$ cat config.mk
export PLATFORM = sky130hd
export DESIGN_NAME = cycling_speed_cadence_calc
export DESIGN_NICKNAME = d
export VERILOG_FILES = /design/src/rtl/csc_pkg.sv /design/src/rtl/cycling_speed_cadence_calc.sv /design/src/rtl/csc_ctrl.sv /design/src/rtl/csc_dp.sv
export SDC_FILE = /design/constraint.sdc
export NUM_CORES = 2
export LEC_CHECK = 0
export BUFFER_PORTS_ARGS = -buffer_cell sky130_fd_sc_hd__buf_2
export CAP_MARGIN = 20
export CORE_UTILIZATION = 33
export CTS_BUF_LIST = sky130_fd_sc_hd__clkbuf_4 sky130_fd_sc_hd__clkbuf_8 sky130_fd_sc_hd__clkbuf_16
export DETAILED_ROUTE_END_ITERATION = 8
export RECOVER_POWER = 50
export SYNTH_ARGS = -nofsm -noshare
export SYNTH_HDL_FRONTEND = slang
export SYNTH_HIERARCHICAL = 1
export SYNTH_SLANG_ARGS = --single-unit
$ cat constraint.sdc
create_clock -name clock -period 9 [get_ports clock]
set_input_delay 1.8 -clock clock [delete_from_list [all_inputs] [get_ports clock]]
set_output_delay 1.8 -clock clock [all_outputs]
set_load 0.05 [all_outputs]
$ cat src/rtl/csc_pkg.sv
`default_nettype none

package csc_pkg;

   // Field widths.
   localparam int KIND_W  = 2;
   localparam int REV_W   = 16;
   localparam int TIME_W  = 16;
   localparam int VAL_W   = 16;
   localparam int TICKS_W = 16;

   // Datapath widths. The speed numerator is revs*T*3600*pi*diam, below 2^76;
   // after the Q2.14 * Q8.8 fraction (22 bits) is dropped it fits 54 bits.
   localparam int PROD_W     = REV_W + TICKS_W;  // revs * ticks
   localparam int SCALE_W    = PROD_W + 12;      // times 3600 or 60
   localparam int HALF_W     = SCALE_W / 2;      // split for partial products
   localparam int B_W        = 32;               // pi * diameter
   localparam int PART_W     = HALF_W + B_W;     // one partial product
   localparam int FRAC_SHIFT = 22;
   localparam int NUM_W      = 54;
   localparam int DEN_W      = 26;               // 1000 * dt
   localparam int QUOT_W     = VAL_W;
   localparam int DIV_STEPS  = QUOT_W;
   localparam int CNT_W      = 4;

   localparam logic [15:0] PI_Q14       = 16'd51472;
   localparam logic [11:0] SEC_PER_MIN  = 12'd60;
   localparam logic [11:0] SEC_PER_HOUR = 12'd3600;
   localparam logic [9:0]  CM_SCALE     = 10'd1000;
   localparam logic [VAL_W-1:0] VALUE_MAX = 16'hffff;

   // Measurement kinds on the input; the other codes are not defined.
   localparam logic [KIND_W-1:0] KIND_SPEED   = 2'd0;
   localparam logic [KIND_W-1:0] KIND_CADENCE = 2'd1;

   typedef enum logic [2:0] {
      ST_IDLE,
      ST_MUL_REV,
      ST_MUL_SCALE,
      ST_MUL_LO,
      ST_MUL_HI,
      ST_SETUP,
      ST_DIVIDE,
      ST_WRITE
   } state_type;

   typedef struct packed {
      logic load;
      logic mul_rev;
      logic mul_scale;
      logic mul_lo;
      logic mul_hi;
      logic setup;
      logic div_step;
      logic write_out;
   } cmd_type;

   typedef struct packed {
      logic skip;      // result is known to be zero: zero delta or unknown kind
      logic cadence;   // current item is a cadence measurement
   } status_type;

endpackage

`default_nettype wire

$ cat src/rtl/cycling_speed_cadence_calc.sv
// Cycling speed and cadence calculator.
// Input words arrive on the req_ stream: tuser carries the measurement kind
// (speed, cadence or an unknown code) and tdata the cumulative revolution
// count and the event time in 1/TICKS_PER_SECOND s ticks. Each input word
// yields exactly one output word on the rsp_ stream: tuser is the channel,
// tdata the value (km/h*100 for speed, rpm for cadence) with saturation and
// unknown-kind flags. The wheel diameter (Q8.8 cm) is written through csr_.
// Speed words pass the revolution and scale multiplies, two partial products
// and the divider; cadence words skip the partial products, and a zero delta
// or unknown kind goes straight to the write. One word is in flight at a
// time: the input is ready again once the result is in the output register.
// The 16-step restoring divider yields one quotient bit per cycle.
// While a result waits in the output register the next word is accepted and
// computed; only its final write waits for the receiver to take the old one.
// Reset clears the diameter, the per-channel history and the output valid.
`default_nettype none

module cycling_speed_cadence_calc #(
   parameter int TICKS_PER_SECOND = 1024
) (
   input  wire         clock,
   input  wire         reset,
   input  wire         csr_wr_en,
   input  wire  [15:0] csr_wr_data,   // wheel_diameter
   input  wire         req_tvalid,
   output logic        req_tready,
   input  wire  [31:0] req_tdata,     // [15:0] cumulative_revs, [31:16] event_time
   input  wire  [1:0]  req_tuser,     // [1:0] kind
   output logic        rsp_tvalid,
   input  wire         rsp_tready,
   output logic [23:0] rsp_tdata,     // [15:0] value, [16] saturated, [17] unknown_kind
   output logic        rsp_tuser      // [0] channel
);

   csc_pkg::cmd_type    cmd;
   csc_pkg::status_type status;

   logic                        out_channel;
   logic [csc_pkg::VAL_W-1:0]   out_value;
   logic                        out_saturated;
   logic                        out_unknown;

   // Sequencer: walks each word through the multiply and divide steps.
   csc_ctrl u_ctrl (
      .clock      (clock),
      .reset      (reset),
      .req_tvalid (req_tvalid),
      .req_tready (req_tready),
      .rsp_tvalid (rsp_tvalid),
      .rsp_tready (rsp_tready),
      .status     (status),
      .cmd        (cmd)
   );

   // Datapath: history, deltas, partial products, divider and output register.
   csc_dp #(
      .TICKS_PER_SECOND (TICKS_PER_SECOND)
   ) u_dp (
      .clock         (clock),
      .reset         (reset),
      .csr_wr_en     (csr_wr_en),
      .csr_wr_data   (csr_wr_data),
      .in_kind       (req_tuser),
      .in_revs       (req_tdata[15:0]),
      .in_time       (req_tdata[31:16]),
      .cmd           (cmd),
      .status        (status),
      .out_channel   (out_channel),
      .out_value     (out_value),
      .out_saturated (out_saturated),
      .out_unknown   (out_unknown)
   );

   assign rsp_tdata = {6'b0, out_unknown, out_saturated, out_value};
   assign rsp_tuser = out_channel;

`ifndef NO_ASSERTIONS
   // The block works on one word at a time.
   a_busy_after_accept: assert property (@(posedge clock) disable iff (reset)
      req_tvalid && req_tready |=> !req_tready)
      else $error("input ready while a word is in progress");

   // An unknown kind reports a cleared result on channel zero.
   a_unknown_clear: assert property (@(posedge clock) disable iff (reset)
      rsp_tvalid && rsp_tdata[17] |->
         rsp_tdata[15:0] == 16'd0 && !rsp_tdata[16] && !rsp_tuser)
      else $error("unknown kind result not cleared");

   // A saturated result carries the full-scale value.
   a_sat_full_scale: assert property (@(posedge clock) disable iff (reset)
      rsp_tvalid && rsp_tdata[16] |-> rsp_tdata[15:0] == 16'hffff)
      else $error("saturated result without full-scale value");
`endif

endmodule

`default_nettype wire

$ cat src/rtl/csc_ctrl.sv
`default_nettype none

module csc_ctrl (
   input  wire                   clock,
   input  wire                   reset,
   input  wire                   req_tvalid,
   output logic                  req_tready,
   output logic                  rsp_tvalid,
   input  wire                   rsp_tready,
   input  csc_pkg::status_type   status,
   output csc_pkg::cmd_type      cmd
);

   csc_pkg::state_type state_ff, state_in;
   logic [csc_pkg::CNT_W-1:0] cnt_ff, cnt_in;
   logic rsp_valid_ff, rsp_valid_in;

   always_ff @(posedge clock) begin
      if (reset) begin
         state_ff     <= csc_pkg::ST_IDLE;
         cnt_ff       <= '0;
         rsp_valid_ff <= 1'b0;
      end else begin
         state_ff     <= state_in;
         cnt_ff       <= cnt_in;
         rsp_valid_ff <= rsp_valid_in;
      end
   end

   always_comb begin
      state_in     = state_ff;
      cnt_in       = cnt_ff;
      rsp_valid_in = rsp_valid_ff && !rsp_tready;
      cmd          = '0;
      req_tready   = 1'b0;
      unique case (state_ff)
         csc_pkg::ST_IDLE: begin
            req_tready = 1'b1;
            if (req_tvalid) begin
               cmd.load = 1'b1;
               state_in = csc_pkg::ST_MUL_REV;
            end
         end
         csc_pkg::ST_MUL_REV: begin
            cmd.mul_rev = 1'b1;
            state_in    = status.skip ? csc_pkg::ST_WRITE : csc_pkg::ST_MUL_SCALE;
         end
         csc_pkg::ST_MUL_SCALE: begin
            cmd.mul_scale = 1'b1;
            state_in      = status.cadence ? csc_pkg::ST_SETUP : csc_pkg::ST_MUL_LO;
         end
         csc_pkg::ST_MUL_LO: begin
            cmd.mul_lo = 1'b1;
            state_in   = csc_pkg::ST_MUL_HI;
         end
         csc_pkg::ST_MUL_HI: begin
            cmd.mul_hi = 1'b1;
            state_in   = csc_pkg::ST_SETUP;
         end
         csc_pkg::ST_SETUP: begin
            cmd.setup = 1'b1;
            cnt_in    = '0;
            state_in  = csc_pkg::ST_DIVIDE;
         end
         csc_pkg::ST_DIVIDE: begin
            cmd.div_step = 1'b1;
            cnt_in       = cnt_ff + 1'b1;
            if (cnt_ff == csc_pkg::CNT_W'(csc_pkg::DIV_STEPS - 1)) begin
               state_in = csc_pkg::ST_WRITE;
            end
         end
         csc_pkg::ST_WRITE: begin
            if (!rsp_valid_ff || rsp_tready) begin
               cmd.write_out = 1'b1;
               rsp_valid_in  = 1'b1;
               state_in      = csc_pkg::ST_IDLE;
            end
         end
         default: begin
            state_in = csc_pkg::ST_IDLE;
         end
      endcase
   end

   assign rsp_tvalid = rsp_valid_ff;

endmodule

`default_nettype wire

$ cat src/rtl/csc_dp.sv
`default_nettype none

module csc_dp #(
   parameter int TICKS_PER_SECOND = 1024
) (
   input  wire                               clock,
   input  wire                               reset,
   input  wire                               csr_wr_en,
   input  wire  [csc_pkg::VAL_W-1:0]         csr_wr_data,
   input  wire  [csc_pkg::KIND_W-1:0]        in_kind,
   input  wire  [csc_pkg::REV_W-1:0]         in_revs,
   input  wire  [csc_pkg::TIME_W-1:0]        in_time,
   input  csc_pkg::cmd_type                  cmd,
   output csc_pkg::status_type               status,
   output logic                              out_channel,
   output logic [csc_pkg::VAL_W-1:0]         out_value,
   output logic                              out_saturated,
   output logic                              out_unknown
);

   localparam logic [csc_pkg::TICKS_W-1:0] TICKS = csc_pkg::TICKS_W'(TICKS_PER_SECOND);

   // Wheel diameter register, Q8.8 cm.
   logic [csc_pkg::VAL_W-1:0] diam_ff;

   // Per-channel history.
   logic [csc_pkg::REV_W-1:0]  speed_revs_ff, cad_revs_ff;
   logic [csc_pkg::TIME_W-1:0] speed_time_ff, cad_time_ff;

   // Current item.
   logic [csc_pkg::REV_W-1:0]  dr_ff;
   logic [csc_pkg::TIME_W-1:0] dt_ff;
   logic chan_ff, unk_ff, skip_ff;

   // Arithmetic registers.
   logic [csc_pkg::PROD_W-1:0]  prod_ff;
   logic [csc_pkg::B_W-1:0]     b_ff;
   logic [csc_pkg::SCALE_W-1:0] a_ff;
   logic [csc_pkg::DEN_W-1:0]   den_ff;
   logic [csc_pkg::PART_W-1:0]  p0_ff, p1_ff;
   logic [csc_pkg::DEN_W-1:0]   rem_ff;
   logic [csc_pkg::QUOT_W-1:0]  shift_ff;
   logic sat_ff;

   // Deltas of the arriving item against its channel's history.
   logic [csc_pkg::REV_W-1:0]  load_dr;
   logic [csc_pkg::TIME_W-1:0] load_dt;
   logic load_chan, load_unk;

   always_comb begin
      load_dr   = '0;
      load_dt   = '0;
      load_chan = 1'b0;
      load_unk  = 1'b0;
      unique case (in_kind)
         csc_pkg::KIND_SPEED: begin
            load_dr = in_revs - speed_revs_ff;
            load_dt = in_time - speed_time_ff;
         end
         csc_pkg::KIND_CADENCE: begin
            load_dr   = in_revs - cad_revs_ff;
            load_dt   = in_time - cad_time_ff;
            load_chan = 1'b1;
         end
         default: begin
            load_unk = 1'b1;
         end
      endcase
   end

   always_ff @(posedge clock) begin
      if (reset) begin
         diam_ff       <= '0;
         speed_revs_ff <= '0;
         speed_time_ff <= '0;
         cad_revs_ff   <= '0;
         cad_time_ff   <= '0;
      end else begin
         if (csr_wr_en) begin
            diam_ff <= csr_wr_data;
         end
         if (cmd.load && in_kind == csc_pkg::KIND_SPEED) begin
            speed_revs_ff <= in_revs;
            speed_time_ff <= in_time;
         end
         if (cmd.load && in_kind == csc_pkg::KIND_CADENCE) begin
            cad_revs_ff <= in_revs;
            cad_time_ff <= in_time;
         end
      end
   end

   // Numerator of the division. For speed the 22 fraction bits of the product
   // are dropped first; floor of a floor gives the same quotient.
   logic [csc_pkg::NUM_W-1:0] num;
   assign num = chan_ff ? csc_pkg::NUM_W'(a_ff)
                        : p1_ff + csc_pkg::NUM_W'(p0_ff >> csc_pkg::FRAC_SHIFT);

   // One restoring division step.
   logic [csc_pkg::DEN_W:0]   trial;
   logic                      fits;
   logic [csc_pkg::DEN_W-1:0] rem_next;
   assign trial    = {rem_ff, shift_ff[csc_pkg::QUOT_W-1]};
   assign fits     = trial >= {1'b0, den_ff};
   assign rem_next = fits ? csc_pkg::DEN_W'(trial - {1'b0, den_ff})
                          : trial[csc_pkg::DEN_W-1:0];

   always_ff @(posedge clock) begin
      if (cmd.load) begin
         dr_ff   <= load_dr;
         dt_ff   <= load_dt;
         chan_ff <= load_chan;
         unk_ff  <= load_unk;
         skip_ff <= load_unk || load_dr == '0 || load_dt == '0;
      end
      if (cmd.mul_rev) begin
         prod_ff <= csc_pkg::PROD_W'(dr_ff) * csc_pkg::PROD_W'(TICKS);
         b_ff    <= csc_pkg::B_W'(csc_pkg::PI_Q14) * csc_pkg::B_W'(diam_ff);
      end
      if (cmd.mul_scale) begin
         a_ff   <= csc_pkg::SCALE_W'(prod_ff) * csc_pkg::SCALE_W'(
                      chan_ff ? csc_pkg::SEC_PER_MIN : csc_pkg::SEC_PER_HOUR);
         den_ff <= chan_ff ? csc_pkg::DEN_W'(dt_ff)
                           : csc_pkg::DEN_W'(dt_ff) * csc_pkg::DEN_W'(csc_pkg::CM_SCALE);
      end
      if (cmd.mul_lo) begin
         p0_ff <= csc_pkg::PART_W'(a_ff[csc_pkg::HALF_W-1:0]) * csc_pkg::PART_W'(b_ff);
      end
      if (cmd.mul_hi) begin
         p1_ff <= csc_pkg::PART_W'(a_ff[csc_pkg::SCALE_W-1:csc_pkg::HALF_W])
                  * csc_pkg::PART_W'(b_ff);
      end
      if (cmd.setup) begin
         // The quotient overflows 16 bits exactly when the upper part of the
         // numerator already reaches the divisor.
         sat_ff   <= num[csc_pkg::NUM_W-1:csc_pkg::QUOT_W]
                     >= (csc_pkg::NUM_W - csc_pkg::QUOT_W)'(den_ff);
         rem_ff   <= num[csc_pkg::QUOT_W+csc_pkg::DEN_W-1:csc_pkg::QUOT_W];
         shift_ff <= num[csc_pkg::QUOT_W-1:0];
      end
      if (cmd.div_step) begin
         rem_ff   <= rem_next;
         shift_ff <= {shift_ff[csc_pkg::QUOT_W-2:0], fits};
      end
      if (cmd.write_out) begin
         out_channel   <= chan_ff;
         out_unknown   <= unk_ff;
         out_saturated <= !skip_ff && sat_ff;
         out_value     <= skip_ff ? '0 : (sat_ff ? csc_pkg::VALUE_MAX : shift_ff);
      end
   end

   assign status.skip    = skip_ff;
   assign status.cadence = chan_ff;

endmodule

`default_nettype wire

* Word-level counts from Yosys, hierarchy flattened
Cells that the tools add are included.
W data, S select, Z words.
** Word-level totals
- Register bits :: 389
- Bits in latches :: 0
- Memory bits (writable) :: 0
- ROM bits :: 0
- Bits of input ports :: 55
- Output and inout port bits :: 27
- Word-level logic and storage cells :: 105
- Memories kept :: 0
** Operators by class
- Add/sub/neg operators :: 7
- Multipliers :: 5
- Divide/modulo/power cells :: 0
- Order comparisons :: 2
- Eq/ne operators :: 12
- Shift operators :: 0
- Muxes and demuxes :: 33
- Bitwise logic cells :: 0
- Reduce and logical (&&, ||, !) cells :: 18
** Operators by type and width (number)
- $mux W26 :: 3
- $mux W16 :: 4
- $pmux W16 S2 :: 2
- $sub A16 B16 Y16 :: 4
- $add A54 B32 Y54 :: 1
- $mux W54 :: 1
- $mul A22 B28 Y50 :: 1
- $mul A16 B44 Y34 :: 1
- $mul A12 B28 Y40 :: 1
- $ge A38 B26 Y1 :: 1
- $logic_not A16 Y1 :: 2
- $mul A12 B16 Y28 const A :: 1
- $ge A27 B26 Y1 :: 1
- $sub A26 B26 Y26 :: 1
- $pmux W3 S8 :: 1
- $mul A16 B7 Y23 const B :: 1
- $mux W1 :: 15
- $mux W3 :: 5
- $eq A3 B3 Y1 const B :: 4
- $mux W12 :: 1
- $pmux W4 S2 :: 1
- $eq A3 B2 Y1 const B :: 2
- $add A4 B1 Y4 const B :: 1
- $eq A4 B4 Y1 const B :: 1
- 12 further kinds :: 21

* Longest topological paths before layout
- Word-level depth :: 5
- Gate-level depth with buffers :: 28
- Depth with buffers taken out :: 26

* Cells and area by module
Netlist, hierarchy kept.
** Modules (own cells, without submodules)
- csc_dp :: instances 1, cells an instance 5211, area each 50169.4 µm², seq. area each 9769.4 µm²
- csc_ctrl :: instances 1, cells an instance 66, area each 520.5 µm², seq. area each 160.2 µm²
- cycling_speed_cadence_calc :: instances 1, cells an instance 9, area each 63.8 µm², seq. area each 0.0 µm²

* Least setup slack after synthesis
Ideal clock, no wire load.
- Path type :: register to register
- From :: register u_dp/a_ff[23] (netlist bit)
- To :: register u_dp/p1_ff[49] (netlist bit) (data pin)
- Library setup time :: 0.258 ns
- Data arrival time :: 6.782 ns
- Data required time :: 8.742 ns
- Path slack :: 1.960 ns
- Cell stages (with the launch flop) :: 25
- Buffers on the path :: 2
- Period minus slack after synthesis :: 7.040 ns
- Cell sequence :: edfxtp_1 > clkbuf_1 > clkbuf_1 > nand2_1 > fa_1 > fa_1 > fa_1 > inv_1 > fa_1 > inv_1 > fa_1 > inv_1 > fa_1 > fa_1 > ha_1 > o21ai_0 > o21ai_0 > a41oi_1 > a211oi_1 > o211ai_1 > o31ai_1 > a31oi_1 > o311ai_0 > a21oi_1 > xnor2_1
** Between the ends
- Longest elaborated chain between the ends :: 1
** RTL lines
- start, declared :: line csc_dp.sv:38 : logic [csc_pkg::SCALE_W-1:0] a_ff;
- start signal, assigned :: line csc_dp.sv:121 : a_ff <= csc_pkg::SCALE_W'(prod_ff) * csc_pkg::SCALE_W'(
- $mul A22 B28 Y50 :: line csc_dp.sv:131 : * csc_pkg::PART_W'(b_ff);
- end signal, assigned :: line csc_dp.sv:130 : p1_ff <= csc_pkg::PART_W'(a_ff[csc_pkg::SCALE_W-1:csc_pkg::HALF_W])
- end, declared :: line csc_dp.sv:40 : logic [csc_pkg::PART_W-1:0] p0_ff, p1_ff;
No other way between the ends.
A chain may end at the register's enable or synchronous reset.

* Worst setup path in the final report
- From :: register u_dp/a_ff[28] (netlist bit)
- To :: register u_dp/p1_ff[49] (netlist bit) (data pin)
The elaborated chain is that of the path after synthesis.

==> metrics.yaml <==
floorplan:
  initial_core_util_pct: 33.33
  die_area_um2: 155400
  pin_count: 82
  die_h_um: 394.2
  core_um2: 152300
  rows: 143
  die_w_um: 394.2
grt:
  grt_pass1_wl_um: 205200
  grt_max_degree: 90
  antenna_found_initial: 4
  grt_use_total_pct: 16.38
  grt_pass1_vias: 37950
  grt_overflow: 0
yosys:
  ys_warn_count: 6
  netlist_instances: 5286
  avgSynthCellArea_um2: 9.602
  synth-seq-cells: 360
  synth_top_flop_cell: "edfxtp_1"
  synth_edf_count: 272
  seq_area_frac_synth_pct: 19.56
  async_flop_share_pct: 0
  synthDistinctLibCells: 84
  synth_area_um2: 50750
routing:
  drt_iter0_drc: 2160
  vias: 36180
  antenna_left: 0
  viasPerCell: 4.926
  wl_um: 125500
  first_pass_iters: 6
  routedWlPerCell_um: 17.08
  drcViolationCount: 0
clocking:
  cts_setup_buffers: 0
  clkLatencyLatePin_ns: 0.65
  clk_path_buf_depth: 3
  numCtsBuffers: 47
  ctsResizeCount: 0
  clk_pin_slew_ns: 0.06
  cts_hold_buf: 0
  cts_root_buffer: "clkbuf_16"
  cts_sinks: 360
  cts_max_level: 2
  cts_tree: "yes"
sta:
  setup_violations: 0
  period_minus_slack_ns: 8.274
  relSlewSlack_pct: -189.3
  drv_slew: 454
  fin_skew_ns: 0.05662
  rsz0062_at_grt: "false"
  max_clock_freq_mhz: 120.9
  worstMarginPinSlew_ns: 4.339
  finalSetupTns_ns: 0
  holdWs_ns: 0.4180
  hold_viol: 0
  fin_crit_sh_pct: 91.93
min_path:
  holdPathEnd: "u_dp/prod_ff[16]"
  hp-start: "u_dp/dr_ff[6]"
  min_delay_path_depth: 0
  min_path_type: "flip-flop to flip-flop"
critical_path:
  crit-reg2reg-launch: "u_dp/a_ff[28]"
  r2r_setup_slack_ns: 0.73
  crit_fanout: 29
  r2r_end: "u_dp/p1_ff[49]"
  end_kind: "flip-flop"
  reg2reg_depth: 23
  worstPathArrival_ns: 8.67
  startpoint_type: "flip-flop"
  cp.required_ns: 9.40
  path_class: "flip-flop to flip-flop"
placement:
  place_area_um2: 53420
  dp_hpwl_um: 100700
  gp_congestion: 0.8802
  numPortBuffers: 75
layout:
  design_area_um2: 55100
  layout.nets: 6677
  diodes: 0
  final_util_pct: 36.19
  area_delta_synth_final_pct: 8.572
  drive_above_1_share_pct: 5.268
status:
  violations: "max-capacitance violations, max-slew violations"
  outcome: "finished, violations left"
run:
  cap_violations: 9
-- synthesized netlist by cell type (27+ instances only) --
| master | number | share of area [%] |
|---|---|---|
| nor2_1 | 223 | 1.6 |
| xor2_1 | 68 | 1.2 |
| nor3_1 | 50 | 0.49 |
| a211oi_1 | 27 | 0.40 |
| inv_1 | 823 | 6.1 |
| dfxtp_1 | 88 | 3.5 |
| o21a_1 | 29 | 0.43 |
| nor2b_1 | 32 | 0.39 |
| edfxtp_1 | 272 | 16 |
| nand2_1 | 607 | 4.5 |
| fa_1 | 719 | 28 |
| nand4_1 | 30 | 0.37 |
| xnor2_1 | 139 | 2.4 |
| and2_1 | 435 | 5.4 |
| clkbuf_1 | 185 | 1.4 |
| ha_1 | 627 | 15 |
| a21o_1 | 89 | 1.3 |
| nand3_1 | 48 | 0.47 |
| mux2i_1 | 54 | 1.1 |
| a21oi_1 | 252 | 2.5 |
| o21ai_0 | 145 | 1.4 |
-- worst max path at each step --
stage             startpoint             end  slack [ns]  depth (start not counted)
4_1_cts        u_dp/a_ff[27]  u_dp/p1_ff[49]        0.81                         23
5_1_grt        u_dp/a_ff[27]  u_dp/p1_ff[49]        0.38                         23
6_report       u_dp/a_ff[28]  u_dp/p1_ff[49]        0.73                         23
2_1_floorplan  u_dp/a_ff[23]  u_dp/p1_ff[49]        1.96                         24
3_5_place_dp   u_dp/a_ff[27]  u_dp/p1_ff[49]        0.85                         23
3_3_place_gp   u_dp/a_ff[28]  u_dp/p1_ff[49]        0.81                         23
-- cell usage in the layout (no fill, tap or decap), drive strengths merged, types with 29 or more instances in the layout --
master / instances
o21a: 29
nand2: 607
clkbuf: 67
inv: 830
nand3: 48
edfxtp: 272
nor3: 51
mux2i: 54
nor2: 225
xnor2: 139
dfxtp: 88
and2: 435
ha: 627
nand4: 30
fa: 719
o21ai: 153
nor2b: 32
a21o: 89
buf: 139
a21oi: 254
xor2: 68
-- state kept, by name, summed over array words and instances, names as in the netlist, 3 cells and up --
name                cells
u_dp/b_ff              28
u_dp/diam_ff           16
u_dp/speed_revs_ff     16
u_dp/dr_ff             16
u_ctrl/cnt_ff           4
u_dp/cad_time_ff       16
u_dp/a_ff              26
u_dp/out_value         16
u_dp/den_ff            26
u_dp/shift_ff          16
u_ctrl/state_ff         3
u_dp/cad_revs_ff       16
u_dp/p1_ff             47
u_dp/dt_ff             16
u_dp/prod_ff           16
u_dp/speed_time_ff     16
u_dp/p0_ff             32
u_dp/rem_ff            26
-- per-layer routing --
layer	share of wire (%)	vias up	track usage, %
met3	3.7	143	1.600
met2	49	662	28.19
met5	0	-	0
met4	2.7	0	4.621
met1	45	18300	21.75
li1	-	17080	-
-- worst max-delay path, stage by stage (launching register included) --
cell and delay, ns:
edfxtp_1 1.02, and2_1 0.26, fa_1 0.43, fa_1 0.52, inv_1 0.05, fa_1 0.47, inv_1 0.05, fa_1 0.50
inv_1 0.05, fa_1 0.53, inv_1 0.05, fa_1 0.49, fa_1 0.41, ha_1 0.38, o21ai_0 0.14, o21ai_0 0.27
a41oi_1 0.22, a211oi_1 0.53, o211ai_1 0.27, o31ai_1 0.49, a31oi_1 0.25, o311ai_0 0.39, a21oi_1 0.14, xnor2_1 0.14
-- cell families (layout without fill, tap and decap cells) --
| group | count (synthesis) | after routing | share of synthesized area [%] |
|---|---|---|---|
| simple gates | 1539 | 1539 | 14.77 |
| fa+ha+maj | 1346 | 1346 | 43.82 |
| buf+inv | 1041 | 1065 | 7.837 |
| compound gates | 714 | 714 | 8.833 |
| flops | 360 | 360 | 19.56 |
| xor+xnor | 207 | 207 | 3.572 |
| mux | 78 | 78 | 1.597 |
| other cells | 1 | 6 | 0.007389 |
-- metrics by stage --
stage | std cells | setup slack [ns]
4_1_cts | 7342 | 0.8101
5_1_grt | 7345 | 0.3755
3_5_place_dp | 7254 | 0.8526
6_report | 7345 | 0.7260
3_3_place_gp | 7254 | 0.8077
2_1_floorplan | 5291 | 1.960
-- layout make-up --
type	count	area [µm²]
Clock inverter	34	452.9
Clock buffer	54	1241
Multi-Input combinational cell	3890	36890
Sequential cell	360	9930
Fill cell	15260	97160
Timing Repair Buffer	152	957.2
Inverter	825	3097
Tap cell	2030	2540
Power is left out: the tool's default activity adds up to more than one toggle a clock period on the data nets, which glitch-free logic cannot reach.
